[src/sv/bmg_pkg.sv]
// ----------------------------------------------------------------------------
// bmg_pkg: shared types and constants of the battery median gauge
// Operating state codes, field widths, register indexes and reset values.
// ----------------------------------------------------------------------------
`default_nettype none

package bmg_pkg;

    // default sizing of the sample history
    localparam int HISTORY_LEN_DEF = 4;
    localparam int SAMPLE_BITS_DEF = 16;

    // fixed field widths
    localparam int VBAT_BITS  = 16;
    localparam int LEVEL_BITS = 16;
    localparam int CAP_BITS   = 7;
    localparam int CFG_IDX_BITS  = 2;
    localparam int CFG_DATA_BITS = 16;

    // configuration register indexes
    localparam logic [CFG_IDX_BITS-1:0] CFG_FULL_THR    = 2'd0;
    localparam logic [CFG_IDX_BITS-1:0] CFG_REDUCED_THR = 2'd1;

    // threshold reset values in millivolts
    localparam logic [LEVEL_BITS-1:0] FULL_THR_RST    = 16'd2750;
    localparam logic [LEVEL_BITS-1:0] REDUCED_THR_RST = 16'd2500;

    // operating state
    typedef enum logic [1:0] {
        ST_UNDEF    = 2'd0,
        ST_FULL     = 2'd1,
        ST_REDUCED  = 2'd2,
        ST_CRITICAL = 2'd3
    } t_app_state;

    // state and capacity derived from one level
    typedef struct packed {
        t_app_state          state;
        logic [CAP_BITS-1:0] capacity;
    } t_gauge;

endpackage

`default_nettype wire

[src/sv/bmg_median.sv]
// ----------------------------------------------------------------------------
// bmg_median: median of the sample history
// Ranks every entry against all others (ties broken by position) and
// averages the two middle ranks; for an odd depth both are the same entry.
// ----------------------------------------------------------------------------
`default_nettype none

module bmg_median
    import bmg_pkg::*;
#(
    parameter int HISTORY_LEN = HISTORY_LEN_DEF,
    parameter int SAMPLE_BITS = SAMPLE_BITS_DEF
) (
    input  wire logic [SAMPLE_BITS-1:0] i_samples [HISTORY_LEN],
    output logic      [SAMPLE_BITS-1:0] o_median
);

    localparam int RANK_BITS = $clog2(HISTORY_LEN);
    localparam int LO_RANK   = (HISTORY_LEN - 1) / 2;
    localparam int HI_RANK   = HISTORY_LEN / 2;

    logic [RANK_BITS-1:0]   rank [HISTORY_LEN];
    logic [SAMPLE_BITS-1:0] lo_val;
    logic [SAMPLE_BITS-1:0] hi_val;
    logic [SAMPLE_BITS:0]   mid_sum;

    // rank of each entry: count of entries that sort ahead of it
    always_comb begin
        for (int i = 0; i < HISTORY_LEN; i++) begin
            rank[i] = '0;
            for (int j = 0; j < HISTORY_LEN; j++) begin
                if (j != i) begin
                    if ((i_samples[j] < i_samples[i]) ||
                        ((i_samples[j] == i_samples[i]) && (j < i))) begin
                        rank[i] = rank[i] + RANK_BITS'(1);
                    end
                end
            end
        end
    end

    // pick the two middle ranks, ranks are unique
    always_comb begin
        lo_val = '0;
        hi_val = '0;
        for (int i = 0; i < HISTORY_LEN; i++) begin
            if (rank[i] == RANK_BITS'(LO_RANK)) begin
                lo_val = lo_val | i_samples[i];
            end
            if (rank[i] == RANK_BITS'(HI_RANK)) begin
                hi_val = hi_val | i_samples[i];
            end
        end
    end

    // floor of the mean of the middle pair
    assign mid_sum  = {1'b0, lo_val} + {1'b0, hi_val};
    assign o_median = mid_sum[SAMPLE_BITS:1];

endmodule

`default_nettype wire

[src/sv/bmg_gauge.sv]
// ----------------------------------------------------------------------------
// bmg_gauge: operating state and capacity from the filtered level
// Threshold compare, then a piecewise linear percent map with saturation;
// the divisions by 10 and 50 are reciprocal multiplies on the unsaturated range.
// ----------------------------------------------------------------------------
`default_nettype none

module bmg_gauge
    import bmg_pkg::*;
(
    input  wire logic [LEVEL_BITS-1:0] i_level,
    input  wire logic [LEVEL_BITS-1:0] i_full_thr,
    input  wire logic [LEVEL_BITS-1:0] i_reduced_thr,
    output t_gauge                     o_gauge
);

    // full range: (3v - 7995) / 10, saturating at 100 from 1010 up
    localparam logic [17:0] FULL_OFS   = 18'd7995;
    localparam logic [17:0] FULL_SAT   = 18'd1010;
    localparam logic [17:0] FULL_RECIP = 18'd205;      // 2^11 / 10, rounded up
    localparam logic [CAP_BITS-1:0] FULL_MAX = 7'd100;
    // reduced range: (4v - 9475) / 50, saturating at 25 from 1300 up
    localparam logic [17:0] RED_OFS    = 18'd9475;
    localparam logic [17:0] RED_SAT    = 18'd1300;
    localparam logic [21:0] RED_RECIP  = 22'd1311;     // 2^16 / 50, rounded up
    localparam logic [CAP_BITS-1:0] RED_MAX = 7'd25;

    t_app_state  state;
    logic [17:0] x3;
    logic [17:0] d3;
    logic [17:0] p3;
    logic [17:0] x4;
    logic [17:0] d4;
    logic [21:0] p4;
    logic [CAP_BITS-1:0] cap;

    // threshold compare
    always_comb begin
        if (i_level > i_full_thr) begin
            state = ST_FULL;
        end else if (i_level > i_reduced_thr) begin
            state = ST_REDUCED;
        end else begin
            state = ST_CRITICAL;
        end
    end

    // scaled and offset level for both ranges
    assign x3 = 18'(i_level) + {1'b0, i_level, 1'b0};
    assign d3 = x3 - FULL_OFS;
    assign p3 = 18'(d3[9:0]) * FULL_RECIP;
    assign x4 = {i_level, 2'b00};
    assign d4 = x4 - RED_OFS;
    assign p4 = 22'(d4[10:0]) * RED_RECIP;

    // percent map with clamping at both ends
    always_comb begin
        if (state == ST_FULL) begin
            if (x3 < FULL_OFS) begin
                cap = '0;
            end else if (d3 >= FULL_SAT) begin
                cap = FULL_MAX;
            end else begin
                cap = p3[17:11];
            end
        end else begin
            if (x4 < RED_OFS) begin
                cap = '0;
            end else if (d4 >= RED_SAT) begin
                cap = RED_MAX;
            end else begin
                cap = {2'b00, p4[20:16]};
            end
        end
    end

    assign o_gauge.state    = state;
    assign o_gauge.capacity = cap;

endmodule

`default_nettype wire

[src/sv/battery_median_gauge.sv]
// ----------------------------------------------------------------------------
// battery_median_gauge: median filtered battery voltage gauge
// Keeps a ring of voltage samples, takes their median once the ring is full
// and maps it to an operating state and a remaining capacity in percent.
// ----------------------------------------------------------------------------
//
//   channel   direction   handshake                 payload
//   input     in          i_valid / o_stall         i_command, i_vbat_mv
//   result    out         o_valid / i_stall         history fields, state, capacity
//   config    in          i_cfg_valid / o_cfg_ready i_cfg_index, i_cfg_data
//
// One item per cycle sustained while the result channel is not stalled; each
// item passes the input register, then the ring update and result register.
// The ring update, median, compare and percent map are combinational.
// Reset clears the fill state, stored level, state and capacity and returns
// the thresholds to their defaults; ring entries are not reset and are only
// read once rewritten.
// A stalled result holds; input stalls only when both stages are full.
// ----------------------------------------------------------------------------
`default_nettype none

module battery_median_gauge
    import bmg_pkg::*;
#(
    parameter int HISTORY_LEN = HISTORY_LEN_DEF,
    parameter int SAMPLE_BITS = SAMPLE_BITS_DEF
) (
    input  wire logic                     i_clk,
    input  wire logic                     i_rst_n,
    // input channel
    input  wire logic                     i_valid,
    output logic                          o_stall,
    input  wire logic                     i_command,
    input  wire logic [VBAT_BITS-1:0]     i_vbat_mv,
    // result channel
    output logic                          o_valid,
    input  wire logic                     i_stall,
    output logic                          o_history_ready,
    output logic [LEVEL_BITS-1:0]         o_median_mv,
    output logic [1:0]                    o_app_state,
    output logic [1:0]                    o_previous_state,
    output logic                          o_state_changed,
    output logic [CAP_BITS-1:0]           o_capacity_pct,
    output logic                          o_capacity_changed,
    // configuration channel
    input  wire logic                     i_cfg_valid,
    output logic                          o_cfg_ready,
    input  wire logic [CFG_IDX_BITS-1:0]  i_cfg_index,
    input  wire logic [CFG_DATA_BITS-1:0] i_cfg_data
);

    localparam int SLOT_BITS = $clog2(HISTORY_LEN);
    localparam logic [SLOT_BITS-1:0] LAST_SLOT = SLOT_BITS'(HISTORY_LEN - 1);

    // input register
    logic                   r_in_valid;
    logic                   r_in_cmd;
    logic [VBAT_BITS-1:0]   r_in_vbat;
    // history and stored gauge state
    logic [SAMPLE_BITS-1:0] r_ring [HISTORY_LEN];
    logic [SLOT_BITS-1:0]   r_slot;
    logic                   r_filled;
    logic [LEVEL_BITS-1:0]  r_level;
    t_app_state             r_state;
    logic [CAP_BITS-1:0]    r_cap;
    // thresholds
    logic [LEVEL_BITS-1:0]  r_full_thr;
    logic [LEVEL_BITS-1:0]  r_reduced_thr;
    // result register
    logic                   r_out_valid;
    logic                   r_out_ready;
    logic [LEVEL_BITS-1:0]  r_out_level;
    t_app_state             r_out_state;
    t_app_state             r_out_prev;
    logic                   r_out_state_chg;
    logic [CAP_BITS-1:0]    r_out_cap;
    logic                   r_out_cap_chg;

    logic                   advance;
    logic [SAMPLE_BITS-1:0] sample;
    logic [SLOT_BITS-1:0]   wr_slot;
    logic [SAMPLE_BITS-1:0] n_ring [HISTORY_LEN];
    logic [SLOT_BITS-1:0]   n_slot;
    logic                   n_filled;
    logic                   ready;
    logic [SAMPLE_BITS-1:0] median;
    logic [LEVEL_BITS-1:0]  new_level;
    t_gauge                 gauge;
    logic                   cap_chg;

    // handshake: input stage moves on when the result slot frees up
    assign advance     = r_in_valid && (!r_out_valid || !i_stall);
    assign o_stall     = r_in_valid && r_out_valid && i_stall;
    assign o_cfg_ready = 1'b1;

    // input register
    always_ff @(posedge i_clk) begin
        if (!i_rst_n) begin
            r_in_valid <= 1'b0;
        end else if (!o_stall) begin
            r_in_valid <= i_valid;
        end
    end

    always_ff @(posedge i_clk) begin
        if (!o_stall && i_valid) begin
            r_in_cmd  <= i_command;
            r_in_vbat <= i_vbat_mv;
        end
    end

    // ring write and fill tracking
    assign sample  = SAMPLE_BITS'(r_in_vbat);
    assign wr_slot = r_in_cmd ? '0 : r_slot;

    always_comb begin
        for (int i = 0; i < HISTORY_LEN; i++) begin
            n_ring[i] = (wr_slot == SLOT_BITS'(i)) ? sample : r_ring[i];
        end
    end

    always_comb begin
        if (r_in_cmd) begin
            n_slot   = SLOT_BITS'(1);
            n_filled = 1'b0;
        end else if (r_slot == LAST_SLOT) begin
            n_slot   = '0;
            n_filled = 1'b1;
        end else begin
            n_slot   = r_slot + SLOT_BITS'(1);
            n_filled = r_filled;
        end
    end

    assign ready = !r_in_cmd && n_filled;

    // median over the updated ring
    bmg_median #(
        .HISTORY_LEN (HISTORY_LEN),
        .SAMPLE_BITS (SAMPLE_BITS)
    ) u_median (
        .i_samples (n_ring),
        .o_median  (median)
    );

    assign new_level = LEVEL_BITS'(median);

    // state and capacity from the new level
    bmg_gauge u_gauge (
        .i_level       (new_level),
        .i_full_thr    (r_full_thr),
        .i_reduced_thr (r_reduced_thr),
        .o_gauge       (gauge)
    );

    assign cap_chg = ready && (gauge.capacity != r_cap);

    // ring entries, written only
    always_ff @(posedge i_clk) begin
        if (advance) begin
            r_ring[wr_slot] <= sample;
        end
    end

    // stored gauge state
    always_ff @(posedge i_clk) begin
        if (!i_rst_n) begin
            r_slot   <= '0;
            r_filled <= 1'b0;
            r_level  <= '0;
            r_state  <= ST_UNDEF;
            r_cap    <= '0;
        end else if (advance) begin
            r_slot   <= n_slot;
            r_filled <= n_filled;
            if (ready) begin
                r_level <= new_level;
                r_state <= gauge.state;
                r_cap   <= gauge.capacity;
            end
        end
    end

    // configuration writes
    always_ff @(posedge i_clk) begin
        if (!i_rst_n) begin
            r_full_thr    <= FULL_THR_RST;
            r_reduced_thr <= REDUCED_THR_RST;
        end else if (i_cfg_valid) begin
            case (i_cfg_index)
                CFG_FULL_THR:    r_full_thr    <= LEVEL_BITS'(i_cfg_data);
                CFG_REDUCED_THR: r_reduced_thr <= LEVEL_BITS'(i_cfg_data);
                default: ;
            endcase
        end
    end

    // result register valid
    always_ff @(posedge i_clk) begin
        if (!i_rst_n) begin
            r_out_valid <= 1'b0;
        end else if (advance) begin
            r_out_valid <= 1'b1;
        end else if (!i_stall) begin
            r_out_valid <= 1'b0;
        end
    end

    // result register payload, stored values while the ring fills
    always_ff @(posedge i_clk) begin
        if (advance) begin
            r_out_ready     <= ready;
            r_out_cap_chg   <= cap_chg;
            if (ready) begin
                r_out_level     <= new_level;
                r_out_state     <= gauge.state;
                r_out_prev      <= r_state;
                r_out_state_chg <= (gauge.state != r_state);
                r_out_cap       <= gauge.capacity;
            end else begin
                r_out_level     <= r_level;
                r_out_state     <= r_state;
                r_out_prev      <= r_state;
                r_out_state_chg <= 1'b0;
                r_out_cap       <= r_cap;
            end
        end
    end

    assign o_valid            = r_out_valid;
    assign o_history_ready    = r_out_ready;
    assign o_median_mv        = r_out_level;
    assign o_app_state        = r_out_state;
    assign o_previous_state   = r_out_prev;
    assign o_state_changed    = r_out_state_chg;
    assign o_capacity_pct     = r_out_cap;
    assign o_capacity_changed = r_out_cap_chg;

endmodule

`default_nettype wire

[config.mk]
export PLATFORM = sky130hd
export DESIGN_NAME = battery_median_gauge
export DESIGN_NICKNAME = d
export VERILOG_FILES = /design/src/sv/bmg_pkg.sv /design/src/sv/bmg_median.sv /design/src/sv/bmg_gauge.sv /design/src/sv/battery_median_gauge.sv
export SDC_FILE = /design/constraint.sdc
export NUM_CORES = 1
export LEC_CHECK = 0
export BUFFER_PORTS_ARGS = -buffer_cell sky130_fd_sc_hd__buf_2
export CAP_MARGIN = 10
export CORE_MARGIN = 1.5
export CORE_UTILIZATION = 58
export DETAILED_ROUTE_END_ITERATION = 8
export MAX_ROUTING_LAYER = met4
export PLACE_DENSITY = 0.79
export SLEW_MARGIN = 40
export SYNTH_ARGS = -nofsm -noshare
export SYNTH_HDL_FRONTEND = slang
export SYNTH_SLANG_ARGS = --single-unit
[constraint.sdc]
create_clock -name i_clk -period 13.3 [get_ports i_clk]
set_clock_uncertainty 0.1 [all_clocks]
set_input_delay 1.33 -clock i_clk [delete_from_list [all_inputs] [get_ports i_clk]]
set_output_delay 1.33 -clock i_clk [all_outputs]
set_load 0.03 [all_outputs]
### After elaboration in Yosys (flattened, before gate mapping)

Memory sizes are Yosys's and may differ from the RTL's.
Index checks and enable logic that the tools add are counted.

* $add $sub $neg: 13
* $mul: 2
* $lt $le $gt $ge: 18
* equal/unequal tests: 23
* mux-type cells: 43
* bitwise operators: 6
* reductions and logical operators: 21

Operator list (number)
* $mux 16: 13
* $lt 16x16->1: 12
* $eq 16x16->1: 6
* $or 16x16->16: 6
* $mux 7: 5
* $gt 16x16->1: 2
* $mux 2: 13
* $mul 11x11->21 const B: 1
* $add 16x17->18: 1
* $add 2x1->2 const B: 9
* $ge 18x10->1 const B: 1
* $ge 18x11->1 const B: 1
* $lt 18x13->1 const B: 1
* $lt 18x14->1 const B: 1
* $mul 10x8->18 const B: 1
* $sub 18x13->18 const B: 1
* $sub 18x14->18 const B: 1
* $add 16x16->17: 1
* $eq 2x1->1 const B: 7
* $eq 2x2->1 const B: 7
* $mux 1: 11
* $logic_or 1x1->1: 7
* $ne 7x7->1: 1
* $logic_and 1x1->1: 6
* other kinds (6): 11

* register bits: 109
* RAM bits: 64
* bits of input ports: 40
* output and inout port bits: 33
* logic and storage cells: 145
* memories: 1

Memories
* r_ring: words 4, width 16, rd ports 4, clocked after memory_dff 0, write ports 1, RTL line battery_median_gauge.sv:60 `logic [SAMPLE_BITS-1:0] r_ring [HISTORY_LEN];`

### Depth between registers and ports, before layout

* word-level depth: 26
* mapped depth: 65
* mapped depth without buffers: 61

### Hierarchy

From an unflattened synthesis, not the netlist that was laid out.

* cell total of the unflattened synthesis: 1878
* area, all modules: 17428.0 sq um

By module, submodules not included
* battery_median_gauge: times used 1, cells an instance 563, area each 6990.5 sq um, sequential area each 4574.4 sq um
* bmg_gauge: times used 1, cells an instance 761, area each 6446.2 sq um, sequential area each 0.0 sq um
* bmg_median: times used 1, cells an instance 554, area each 3991.3 sq um, sequential area each 0.0 sq um

### Least setup slack after synthesis

No wires, ideal clock.

* kind: register to register
* start: reg r_slot[0]
* end: reg r_out_cap_chg, in the netlist o_capacity_changed, data pin
* library setup time: 272 ps
* arrival time: 13397 ps
* required time: 12928 ps
* setup slack: -469 ps
* cell stages (with the launch flop): 56
* buffers on the path: 5
* period minus slack after synthesis: 13769 ps
* cell sequence: dfxtp_1 buf_2 o21bai_1 clkbuf_1 clkbuf_1 mux2_2 ha_1 nand4_1 or4_1 or2_1 and2_1 buf_2 ha_1 nand2b_1 o22ai_1 or2_2 nand3_1 and4_1 [20 not listed] fa_1 inv_1 fa_1 inv_1 ha_1 a21o_1 a21o_1 a21oi_1 o21ai_0 and3_1 a221o_1 a31oi_1 xor2_1 or3b_1 mux2i_1 nor4_1 o2111a_1 a41oi_2

* cells in the longest elaborated chain, start to end: 26
* elaborated cells between the ends (all ways): 101
* classes of those cells: 12 x add/sub; 2 x mul; 18 x order compare; 20 x eq/ne; 34 x mux; 6 x bitwise; 9 x reduce/logical

RTL lines
* from (decl): RTL line battery_median_gauge.sv:61 `logic [SLOT_BITS-1:0] r_slot;`
* from (signal assigned): RTL line battery_median_gauge.sv:174 `r_slot <= n_slot;`
* $mux 2: RTL line battery_median_gauge.sv:114 `assign wr_slot = r_in_cmd ? '0 : r_slot;`
* $eq 2x1->1 or $logic_not 2->1 (tied branches): RTL line battery_median_gauge.sv:118 `n_ring[i] = (wr_slot == SLOT_BITS'(i)) ? sample : r_ring[i];`
* $mux 16: RTL line battery_median_gauge.sv:118
* $lt 16x16->1: RTL line bmg_median.sv:33 `if ((i_samples[j] < i_samples[i]) ||`
* $mux 1: RTL line bmg_median.sv:33
* $add 2x1->2: RTL line bmg_median.sv:35 `rank[i] = rank[i] + RANK_BITS'(1);`
* $mux 2: RTL line bmg_median.sv:33
* $add 2x1->2: RTL line bmg_median.sv:35
* [11 not listed]
* $sub 18x13->18: RTL line bmg_gauge.sv:50 `assign d3 = x3 - FULL_OFS;`
* $mul 10x8->18 or $ge 18x10->1 (tied branches): RTL line bmg_gauge.sv:51, bmg_gauge.sv:61
* $mux 7: RTL line bmg_gauge.sv:61 `end else if (d3 >= FULL_SAT) begin`
* $mux 7: RTL line bmg_gauge.sv:59 `if (x3 < FULL_OFS) begin`
* $mux 7: RTL line bmg_gauge.sv:58 `if (state == ST_FULL) begin`
* $ne 7x7->1: RTL line battery_median_gauge.sv:156 `assign cap_chg = ready && (gauge.capacity != r_cap);`
* $logic_and 1x1->1 (*): RTL line battery_median_gauge.sv:156
* via cap_chg: RTL line battery_median_gauge.sv:89 `logic cap_chg;`
* to (signal assigned): RTL line battery_median_gauge.sv:213 `r_out_cap_chg <= cap_chg;`
* to (decl): RTL line battery_median_gauge.sv:77 `logic r_out_cap_chg;`

Mark *: on every way through the listed nets, which the timed path passes. The rest lies on a longest branch.
A chain may end at the register's enable or synchronous reset.

### Worst setup path after layout

* start: reg r_in_cmd
* end: reg r_out_cap_chg, in the netlist o_capacity_changed, data pin

* cells in the longest elaborated chain, start to end: 26
* elaborated cells between the ends (all ways): 100
* classes of those cells: 12 x add/sub; 2 x mul; 18 x order compare; 19 x eq/ne; 33 x mux; 6 x bitwise; 10 x reduce/logical

RTL lines
* from (decl): RTL line battery_median_gauge.sv:57 `logic r_in_cmd;`
* from (signal assigned): RTL line battery_median_gauge.sv:107 `r_in_cmd <= i_command;`
* $mux 2: RTL line battery_median_gauge.sv:114
* $eq 2x1->1 or $logic_not 2->1 (tied branches): RTL line battery_median_gauge.sv:118
* $mux 16: RTL line battery_median_gauge.sv:118
* $lt 16x16->1: RTL line bmg_median.sv:33
* $mux 1: RTL line bmg_median.sv:33
* $add 2x1->2: RTL line bmg_median.sv:35
* $mux 2: RTL line bmg_median.sv:33
* $add 2x1->2: RTL line bmg_median.sv:35
* [11 not listed]
* $sub 18x13->18: RTL line bmg_gauge.sv:50
* $mul 10x8->18 or $ge 18x10->1 (tied branches): RTL line bmg_gauge.sv:51, bmg_gauge.sv:61
* $mux 7: RTL line bmg_gauge.sv:61
* $mux 7: RTL line bmg_gauge.sv:59
* $mux 7: RTL line bmg_gauge.sv:58
* $ne 7x7->1: RTL line battery_median_gauge.sv:156
* $logic_and 1x1->1 (*): RTL line battery_median_gauge.sv:156
* via cap_chg: RTL line battery_median_gauge.sv:89

Marks and branches as above.

==> metrics.txt <==
ys flop type=sky130_fd_sc_hd__edfxtp_1; commonest non-fill, non-tap cells in the layout=sky130_fd_sc_hd__ha_1 (300), sky130_fd_sc_hd__inv_1 (225), sky130_fd_sc_hd__nand2_1 (164), sky130_fd_sc_hd__a21oi_1 (125); most common cell after layout, fill and taps aside=sky130_fd_sc_hd__ha_1; TritonCTS buffer count=17; I/O pin cnt=between 70 and 80; metal3 WL=1930 um; die extent in y=~180 um; GPL Wtd Cong=0.981; cell count after synthesis=~2000; sinks on the clock net=173; total number of H-tree levels=4; outcome=finished clean; fraction of synthesized cell area taken by the top area cell type=21.1%; final worst path period share=between 90% and 100%; post-layout minimum cycle time=12.96 ns; average wire length per cell after detail routing=slightly below 20 um; final cell count without fillers=2532; clock latency of the later-clocked register in the worst-skew pair=0.44 ns; Setup WS post-layout=0.337 ns; final hold violation count=0; Initial Utilization=58.7%; Sum Neg Setup Slack=0 ns; pin count of the biggest net entering global routing=49; CTS tree=built; dpl cells=~2500; summed instance area of the synthesized netlist=between 15000 and 20000 um2; number of buffer cells added on primary ports=71; number of distinct library cells after synthesis=107; Core Footprint=approximately 30000 um2; largest area contributor in the synthesized netlist=sky130_fd_sc_hd__ha_1; clock-pin slew reported for the worst setup and hold paths after clock tree synthesis=about 0.080 ns; layout net count=2508; Achievable Freq=0.0771 GHz; critical setup path kind=reg2reg; Max Slew Vio Count=0; hold-fix buffer count after cts=0; sort of element at the start of the critical path=flop; number of global-route vias before repair=~15000; top layer in use=met4; worst rel slew slack=43.7%; worst min path class=reg2reg; Iter 0 DRT Violations=1038; Site Rows=64; Post-Syn Nets=2367; max-cap viol count=0; sequential fraction of the synthesis area=25.6%; DRC errors left=0; # diodes=0; largest delay contributor family on the critical path=compound AO/OA/AOI/OAI gates; routed length on met1=20300 um; placement-stage cell area=19300 um2; die span in x=178 um; number of buffers and inverters on the critical path=10; worst-case clock buffer depth=2; FFs w/ async S/R, synth=0%; number of vias per cell after detailed routing=around 6.1; synthesized area per cell=9.01 um2; data required time at the worst endpoint=13.38 ns; number of enable flip-flop cells after synthesis=111; Critical Path Slowest Stage Cell=sky130_fd_sc_hd__a2111o_1; number of storage elements in the synthesis netlist=about 170; CTS root buffer=sky130_fd_sc_hd__clkbuf_16; share of layout cells above drive strength 1=16.2%; gr usage total=31.5%; Area growth syn-to-layout=13.4%; count of vias placed by the detailed router=15500; count of yosys warnings during synthesis=0; main area contributors after synthesis=sky130_fd_sc_hd__ha_1 (21%), sky130_fd_sc_hd__edfxtp_1 (19%), sky130_fd_sc_hd__dfxtp_1 (6.9%); Layout Cell Area excl Fill=20200 um2; longest individual stage delay on the worst path=0.58 ns; DRT Pass-1 Iters=7; antenna violations before repair=0; CP arrival=13.04 ns; Worst setup EP type=flop; final setup violation count=0; met2 WL post-DR=24000 um; Routed Antenna Nets=0; number of filler cells placed in the layout=2424; hpwl dp=38000 um; critical path fanouts, max=13; gr ovfl total=0; wire length of the first global-routing pass=76600 um; most numerous cell on the critical path=sky130_fd_sc_hd__a21o_1; pre-CTS worst setup slack=-0.120 ns; overall die area=approximately 32000 um2; Routed WL=48800 um; transition time of the tightest slew-check pin=0.839 ns
## synthesized netlist by cell type, types with 5 or more instances
master / n
sky130_fd_sc_hd__ha_1: 301
sky130_fd_sc_hd__inv_1: 227
sky130_fd_sc_hd__nand2_1: 165
sky130_fd_sc_hd__a21oi_1: 129
sky130_fd_sc_hd__nor2_1: 113
sky130_fd_sc_hd__edfxtp_1: 111
sky130_fd_sc_hd__o21ai_0: 75
sky130_fd_sc_hd__dfxtp_1: 62
sky130_fd_sc_hd__xnor2_1: 46
sky130_fd_sc_hd__fa_1: 44
sky130_fd_sc_hd__clkbuf_1: 42
sky130_fd_sc_hd__mux2i_1: 41
sky130_fd_sc_hd__a21o_1: 38
sky130_fd_sc_hd__o22ai_1: 35
sky130_fd_sc_hd__nand3_1: 34
sky130_fd_sc_hd__xor2_1: 32
sky130_fd_sc_hd__nand4_1: 31
sky130_fd_sc_hd__mux2_2: 30
sky130_fd_sc_hd__nor2b_1: 28
sky130_fd_sc_hd__nand2b_1: 27
sky130_fd_sc_hd__nor3_1: 25
sky130_fd_sc_hd__o211ai_1: 25
sky130_fd_sc_hd__a221o_1: 17
sky130_fd_sc_hd__a211o_1: 15
sky130_fd_sc_hd__a211oi_1: 15
sky130_fd_sc_hd__and3_1: 14
sky130_fd_sc_hd__o21a_1: 14
sky130_fd_sc_hd__and2_1: 13
sky130_fd_sc_hd__o21ai_1: 12
sky130_fd_sc_hd__a31oi_1: 11
sky130_fd_sc_hd__buf_2: 11
sky130_fd_sc_hd__or3_1: 11
sky130_fd_sc_hd__nand3b_1: 10
sky130_fd_sc_hd__a22oi_1: 9
sky130_fd_sc_hd__o31ai_1: 9
sky130_fd_sc_hd__nor3b_1: 8
sky130_fd_sc_hd__nor4_1: 8
sky130_fd_sc_hd__or2_2: 8
sky130_fd_sc_hd__buf_1: 7
sky130_fd_sc_hd__o21bai_1: 6
sky130_fd_sc_hd__a211oi_2: 5
## cell families (layout without fill, tap and decap cells)
kind of cell	Yosys count	count (layout)	synth area share, %
multiplexers	72	72	4.25
AO/OA/AOI/OAI	490	490	18.9
other	1	1	0.0210
XOR/XNOR	80	80	4.01
AND/OR/NAND/NOR	526	526	14.8
buffers and inverters	294	448	6.34
flip-flops	173	173	25.6
adder cells (fa/ha/maj)	346	346	26.1
## layer usage
metal | vias to the layer above | track usage, %
li1 | 7428 | -
met1 | 7457 | 36.3
met2 | 479 | 54.4
met3 | 126 | 3.09
met4 | 0 | 16.6
met5 | - | -
## area by class of cell
cell class | instances | area [um2] | area share, %
Clock buffer | 18 | 429 | 2.12
Clock inverter | 14 | 180 | 0.890
Inverter | 231 | 871 | 4.30
Multi-Input combinational cell | 1515 | 12400 | 61.4
Sequential cell | 173 | 4580 | 22.6
Tap cell | 396 | 495 | 2.45
Timing Repair Buffer | 185 | 1250 | 6.19
## repair_timing
item | in CTS | in global routing
resized for setup | 3 | 52
gates cloned | 0 | 1
endpoints found under the setup margin | 1 | 12
pin swaps | 0 | 12
setup buffers | 0 | 11
## state kept, by name (all words and copies together) (netlist names), 2 cells and up
| signal | flops |
|---|---|
| o_app_state | 2 |
| o_capacity_pct | 7 |
| o_median_mv | 16 |
| o_previous_state | 2 |
| r_cap | 7 |
| r_full_thr | 16 |
| r_in_vbat | 16 |
| r_level | 16 |
| r_reduced_thr | 16 |
| r_ring | 64 |
| r_slot | 2 |
| r_state | 2 |
## stage by stage
stage	utilization (%)	hold slack, ns
after floorplan	-	0.334
after CTS	65.4	0.355
after global placement	63.4	0.341
after global routing	66.5	0.374
after detailed placement	63.4	0.345
final	66.5	0.356
## tightest hold or removal path: stages (launching register included)
cell                      delay [ns]
sky130_fd_sc_hd__dfxtp_1        0.31
sky130_fd_sc_hd__nand2_1        0.05
sky130_fd_sc_hd__a21oi_1        0.05
## final timing paths
kind	from	to	slack, ns	depth (start not counted)
min	r_reduced_thr[13]$_SDFFE_PN0P_	r_reduced_thr[13]$_SDFFE_PN0P_	0.36	2
min reg2reg	r_reduced_thr[13]$_SDFFE_PN0P_	r_reduced_thr[13]$_SDFFE_PN0P_	0.36	2
max reg2reg	r_in_cmd$_DFFE_PP_	o_capacity_changed$_DFFE_PP_	0.34	52
max	r_in_cmd$_DFFE_PP_	o_capacity_changed$_DFFE_PP_	0.34	52
Power is left out: the tool's default activity adds up to more than one toggle a clock period on the data nets, which glitch-free logic cannot reach.
